===== config.mk =====
export PLATFORM = sky130hd
export DESIGN_NAME = sbrs_point
export DESIGN_NICKNAME = d
export VERILOG_FILES = /design/src/rtl/sbrs_pkg.sv /design/src/rtl/sbrs_point.sv
export SDC_FILE = /design/constraint.sdc
export NUM_CORES = 2
export LEC_CHECK = 0
export ABC_AREA = 1
export BUFFER_PORTS_ARGS = -buffer_cell sky130_fd_sc_hd__buf_2
export CAP_MARGIN = 15
export CORE_MARGIN = 2
export CORE_UTILIZATION = 50
export DETAILED_ROUTE_END_ITERATION = 8
export GPL_ROUTABILITY_DRIVEN = 0
export PLACE_DENSITY = 0.66
export SYNTH_ARGS = -nofsm -noshare
export SYNTH_HDL_FRONTEND = slang
export SYNTH_SLANG_ARGS = --single-unit

===== constraint.sdc =====
create_clock -name clock -period 8.7 [get_ports clock]
set_clock_uncertainty 0.2 [all_clocks]
set_input_delay 0.87 -clock clock [delete_from_list [all_inputs] [get_ports clock]]
set_output_delay 0.87 -clock clock [all_outputs]
set_load 0.005 [all_outputs]

===== src/rtl/sbrs_pkg.sv =====
// ----------------------------------------------------------------------------
// sbrs_pkg
// Shared widths, constants and types for the swept box slab test.
// ----------------------------------------------------------------------------
package sbrs_pkg;

   localparam int COORD_FRAC_BITS = 8;
   localparam int TIME_FRAC_BITS  = 16;

   localparam int COORD_W = 24;
   localparam int SIZE_W  = 22;
   localparam int DELTA_W = COORD_W + 2;
   localparam int MAG_W   = DELTA_W - 1;
   localparam int NUM_W   = MAG_W + TIME_FRAC_BITS;
   localparam int DEN_W   = COORD_W;
   localparam int TIME_W  = 32;
   localparam int QUO_W   = TIME_W - 1;
   localparam int PROD_W  = COORD_W + TIME_W;
   localparam int SUM_W   = PROD_W + 4;

   localparam int IN_DATA_W  = 232;
   localparam int OUT_DATA_W = 136;

   localparam logic signed [TIME_W-1:0] TIME_MAX = {1'b0, {(TIME_W-1){1'b1}}};
   localparam logic signed [TIME_W-1:0] TIME_MIN = {1'b1, {(TIME_W-1){1'b0}}};
   localparam logic signed [TIME_W-1:0] TIME_ONE = TIME_W'(1) <<< TIME_FRAC_BITS;

   localparam logic [2:0] NORMAL_NONE  = 3'd0;
   localparam logic [2:0] NORMAL_POS_X = 3'd1;
   localparam logic [2:0] NORMAL_NEG_X = 3'd2;
   localparam logic [2:0] NORMAL_POS_Y = 3'd3;
   localparam logic [2:0] NORMAL_NEG_Y = 3'd4;

   typedef struct packed {
      logic [3:0]                 neg;
      logic [3:0]                 sat;
      logic                       bad;
      logic signed [COORD_W-1:0]  vel_x;
      logic signed [COORD_W-1:0]  vel_y;
      logic signed [DELTA_W-1:0]  org2_x;
      logic signed [DELTA_W-1:0]  org2_y;
   } side_type;

endpackage


===== src/rtl/sbrs_point.sv =====
// ----------------------------------------------------------------------------
// sbrs_point
// Point along the ray: origin + velocity * time, rounded and saturated.
// ----------------------------------------------------------------------------
module sbrs_point
   import sbrs_pkg::*;
(
   input  logic                      clock,
   input  logic                      advance,
   input  logic signed [DELTA_W-1:0] org2,
   input  logic signed [COORD_W-1:0] vel,
   input  logic signed [TIME_W-1:0]  tim,
   input  logic                      keep,
   output logic signed [COORD_W-1:0] point
);

   localparam logic signed [SUM_W-1:0] C_MAX = SUM_W'((64'sd1 <<< (COORD_W - 1)) - 1);
   localparam logic signed [SUM_W-1:0] C_MIN = -(SUM_W'(64'sd1 <<< (COORD_W - 1)));

   logic signed [PROD_W-1:0]  prod_ff;
   logic signed [DELTA_W-1:0] org_ff;
   logic signed [COORD_W-1:0] point_ff;
   logic signed [SUM_W-1:0]   sum;
   logic signed [SUM_W-1:0]   shifted;
   logic signed [COORD_W-1:0] point_in;

   always_comb begin
      sum     = (SUM_W'(org_ff) <<< TIME_FRAC_BITS) + (SUM_W'(prod_ff) <<< 1)
                + (SUM_W'(1) <<< TIME_FRAC_BITS);
      shifted = sum >>> (TIME_FRAC_BITS + 1);
      if (shifted > C_MAX) begin
         point_in = C_MAX[COORD_W-1:0];
      end else if (shifted < C_MIN) begin
         point_in = C_MIN[COORD_W-1:0];
      end else begin
         point_in = shifted[COORD_W-1:0];
      end
   end

   always_ff @(posedge clock) begin
      if (advance) begin
         prod_ff  <= PROD_W'(vel) * PROD_W'(tim);
         org_ff   <= org2;
         point_ff <= keep ? point_in : '0;
      end
   end

   assign point = point_ff;

endmodule


======== Word-level counts from Yosys, hierarchy flattened ========
Cells that the tools add are included.
storage, ports and cells
  bits in registers ....................... 106
  latch bits .............................. 0
  memory bits (writable) .................. 0
  ROM bits ................................ 0
  input port bits ......................... 85
  output and inout port bits .............. 24
  logic and storage cells ................. 13
  memories kept ........................... 0
cells by class
  add/subtract/negate cells ............... 2
  multiply operators ...................... 1
  div/mod/pow operators ................... 0
  order comparisons ....................... 2
  equality and inequality tests ........... 0
  shift-type cells ........................ 0
  mux-type cells .......................... 2
  bitwise logic cells ..................... 1
  reduce and logical (&&, ||, !) cells .... 1
operators by type and width
  cell                                                   number
  adder 58 x 18 -> 59 bit (second input constant)        1
  adder 42 x 57 -> 58 bit                                1
  multiplier 24 x 32 -> 56 bit                           1
  > comparator 42 x 24 -> 1 bit (second input constant)  1
  < comparator 42 x 24 -> 1 bit (second input constant)  1
  two-way mux 24 bit                                     1
  two-way mux 23 bit                                     1
  OR reduction 2 bit                                     1
  inverter 1 bit                                         1

======== Longest topological paths before layout ========
  word-level depth ........................ 5
  gate-level depth with buffers ........... 31
  mapped depth without buffers ............ 30

======== Worst setup path after synthesis ========
Ideal clock, no wire load.
  path kind ............................... in2reg
  start point ............................. input port tim[31]
  end point ............................... register prod_ff[55], data pin
  library setup time ...................... 262 ps
  arrival time ............................ 6769 ps
  data required time ...................... 8238 ps
  path slack .............................. 1469 ps
  cell stages on the path ................. 23
  buffers on the path ..................... 1
  cells stage by stage .................... clkbuf_1 -> nand2_1 -> inv_1 -> fa_1 -> inv_1 -> fa_1 -> inv_1 -> fa_1 -> inv_1 -> fa_1 -> fa_1 -> fa_1 -> fa_1 -> inv_1 -> ha_1 -> inv_1 -> nor3_1 -> inv_1 -> o31ai_1 -> a21oi_1 -> o21ai_0 -> a21oi_1 -> xor2_1
between the ends
  cells in the longest elaborated chain, start to end .. 1
ends and longest elaborated chain
  item                          RTL line          text
  start, declared               sbrs_point.sv:12  input logic signed [TIME_W-1:0] tim,
  multiplier 24 x 32 -> 56 bit  sbrs_point.sv:42  prod_ff <= PROD_W'(vel) * PROD_W'(tim);
  end signal, assigned          sbrs_point.sv:42
  end, declared                 sbrs_point.sv:20  logic signed [PROD_W-1:0] prod_ff;
Every way passes these cells.
A chain may end at the register's enable or synchronous reset.

======== Final worst setup path ========
  start point ............................. input port vel[0]
  end point ............................... register prod_ff[54], data pin
between the ends
  cells in the longest elaborated chain, start to end .. 1
ends and longest elaborated chain
  item                          RTL line          text
  start, declared               sbrs_point.sv:11  input logic signed [COORD_W-1:0] vel,
  multiplier 24 x 32 -> 56 bit  sbrs_point.sv:42
Every way passes these cells.

==> metrics.txt <==
FF-to-FF Start org_ff[25]$_DFFE_PP_; endpoints failing setup 0; commonest non-fill, non-tap cell in the layout inv_1; Total GRT Usage between 20% and 30%; post-cts sizing count 0; CTS tree yes; largest family of logic cells by synthesized area adder cells; most frequent cells in the layout 1393 x inv_1, 1224 x nand2_1, 783 x fa_1, 227 x ha_1, 186 x nor2_1; CTS sink cnt 91; average wire per standard cell about 17 um; CTS hold repair buffers 0; sequential area share after synthesis 7.803%; die height around 270 um; mux cell area share after synthesis 0%; critical path type in2reg; global-route wire length before repair 152600 um; number of global-route vias before repair 28.96k; crit start category input pin; Post-CTS Setup Bufs 0; Clock Pin Slew Worst Setup and Hold Paths 0.07 ns; Max-slew headroom 22.09%; Mapped Avg Cell Area 7.813 um2; Reg2Reg Setup Slack 4.72 ns; Synth-to-Final Area Change 4.916%; f_max 0.1254 GHz; Core ar. roughly 0.07 mm2; Worst Max-Slew Pin Slew ~1.2 ns; Mapped Nets 5577; Synth Area in Compound Gates 3.291%; Clock Tree Buf Depth 2; clock root cell clkbuf_16; dominant synthesized flop cell edfxtp_1; number of buffers created by CTS 9; post-DP HPWL 77480 um; asr flop ratio synth 0%; drt pass-1 iters 5; Hold WS 0.4828 ns; Post-synth EDFFs 91; DRC Markers 0; setup TNS 0 ns; GR Overflow Total 0; fill cell count 6729; required time of the critical path 8.60 ns; area fraction in and, or, nand and nor cells after synthesis 17.63%; crit path to prod_ff[54]$_DFFE_PP_; Row Count 97; # IOs about 110; Vias 27.35k; clk_lat worst skew 0.36 ns; initial antenna violation count 3; count of different cell masters after synthesis 42; Critical Path Max Stage Delay 0.66 ns; final count of pins violating max slew 0; unrepaired setup endpoints after global routing false; fin nets approximately 5.6k; Post-Synth Adder-Cell Area 52.87%; largest net degree at the start of global routing a little over 90; CP cell instances buf_2 -> nand2_1 -> inv_1 -> fa_1 -> fa_1 -> inv_1 -> fa_1 -> fa_1 -> fa_1 -> fa_1 -> fa_1 -> inv_1 -> ha_1 -> a21oi_1 -> inv_1 -> a31oi_1 -> o21ai_0 -> a21oi_1 -> nand3_1 -> a21oi_1 -> o21bai_1 -> xor2_1; Die ar. 0.07217 mm2; crit path from vel[0]; Mapped Cells around 4.5k; initial core utilization between 50% and 60%; RR Endpoint point[0]$_SDFFCE_PN0P_; Mapped Area approximately 0.035 mm2; R2R depth 16; Final Core Density 52.74%; register bit count reported by yosys 91; H-Tree Level Count 3; share of layout cells above drive strength 1 4.247%; Via density 5.030; largest fanout on the critical path 24; post-synthesis xor/xnor area fraction under 10%; I/O Buffers ~110; Final Hold Fails 0; CP max stage cell fa_1; Tmin final about 8 ns; outcome complete, no violations; Worst Setup End Kind register; post-route ant nets 0; period utilisation layout about nine tenths; Critical Path AT 7.88 ns; hold crit path type in2reg; Yosys warning count 0; DR iter-0 viols 1987; CP most frequent cell fa_1; total of max-cap violations 0; total wire length 92830 um; Die W 268.6 um
[through the flow]
stage / setup slack [ns] / cell area, um2 / cells
after global routing: 0.4600 / 36740 / 5437
final: 0.7238 / 36740 / 5438
after CTS: 0.8426 / 36740 / 5437
after detailed placement: 0.4977 / 36450 / 5421
after floorplan: 1.469 / 35020 / 4482
after global placement: 0.5921 / 36450 / 5421
[worst min-delay path by stage]
stage                          start                endpoint  slack (ns)  cells past startpoint
6_report                    org2[10]    org_ff[10]$_DFFE_PP_        0.48                      1
3_5_place_dp     org_ff[0]$_DFFE_PP_  point[0]$_SDFFCE_PN0P_        0.60                      4
5_1_grt                     org2[25]    org_ff[25]$_DFFE_PP_        0.47                      1
2_1_floorplan  prod_ff[15]$_DFFE_PP_  point[0]$_SDFFCE_PN0P_        0.49                      4
4_1_cts                     org2[10]    org_ff[10]$_DFFE_PP_        0.47                      1
3_3_place_gp     org_ff[0]$_DFFE_PP_  point[0]$_SDFFCE_PN0P_        0.60                      4
[worst max-delay path, delay by kind of cell]
family | cells | cell delay [ns]
AND/OR/NAND/NOR | 2 | 0.39
buffers and inverters | 5 | 1.00
XOR/XNOR | 1 | 0.16
adder cells (fa/ha/maj) | 8 | 4.22
AO/OA/AOI/OAI | 6 | 1.22
[metal layers]
metal  vias up  routed length (um)  GRT usage (%)  part of all wire, %
li1      12700                   -              -                    -
met1     13510               39000          36.97                   42
met2       975               44610          46.73                   48
met3       162                6559          2.822                  7.1
met4         4                2641          7.372                  2.8
met5         -                  19              0                0.020
[cell usage after synthesis, types with 3 or more instances]
master	number	area [um2]
inv_1	1393	5229
nand2_1	1224	4594
fa_1	783	15680
ha_1	227	2840
nor2_1	186	698.2
clkbuf_1	136	510.5
a21oi_1	104	520.5
edfxtp_1	91	2733
nand3_1	82	410.4
xor2_1	46	402.9
o21ai_0	44	220.2
a31oi_1	29	181.4
xnor2_1	26	227.7
nand4_1	19	118.9
nor2_2	8	50.05
a21o_1	7	52.55
nand2_2	7	43.79
nor3_1	7	35.03
or2_2	7	43.79
nor4_1	6	37.54
o21a_1	6	45.04
nand3_2	5	50.05
nand3b_1	5	37.54
o21bai_1	5	37.54
buf_6	4	45.04
inv_2	4	15.01
o21ai_1	3	15.01
[state kept, by name, indices dropped and copies added, names as in the netlist]
register and flops:
org_ff 26, prod_ff 41, point 24
[cells by family (layout without fill, tap and decap cells)]
logic type / count (synthesis) / count (layout)
adder cells (fa/ha/maj): 1010 / 1010
AND/OR/NAND/NOR: 1561 / 1561
AO/OA/AOI/OAI: 208 / 208
flip-flops: 91 / 91
buffers and inverters: 1540 / 1555
other: 0 / 1
XOR/XNOR: 72 / 72
[final cells by class]
cell class / count / area, um2 / area share, %
tap: 940 / 1176 / 3.201
clock buffer: 9 / 225.2 / 0.6130
antenna: 1 / 2.502 / 0.006811
multi-input combinational: 2851 / 26470 / 72.05
inverter: 1398 / 5248 / 14.28
timing repair buffer: 141 / 815.8 / 2.220
sequential: 91 / 2733 / 7.438
clock inverter: 7 / 67.56 / 0.1839
Power is left out: the tool's default activity adds up to more than one toggle a clock period on the data nets, which glitch-free logic cannot reach.
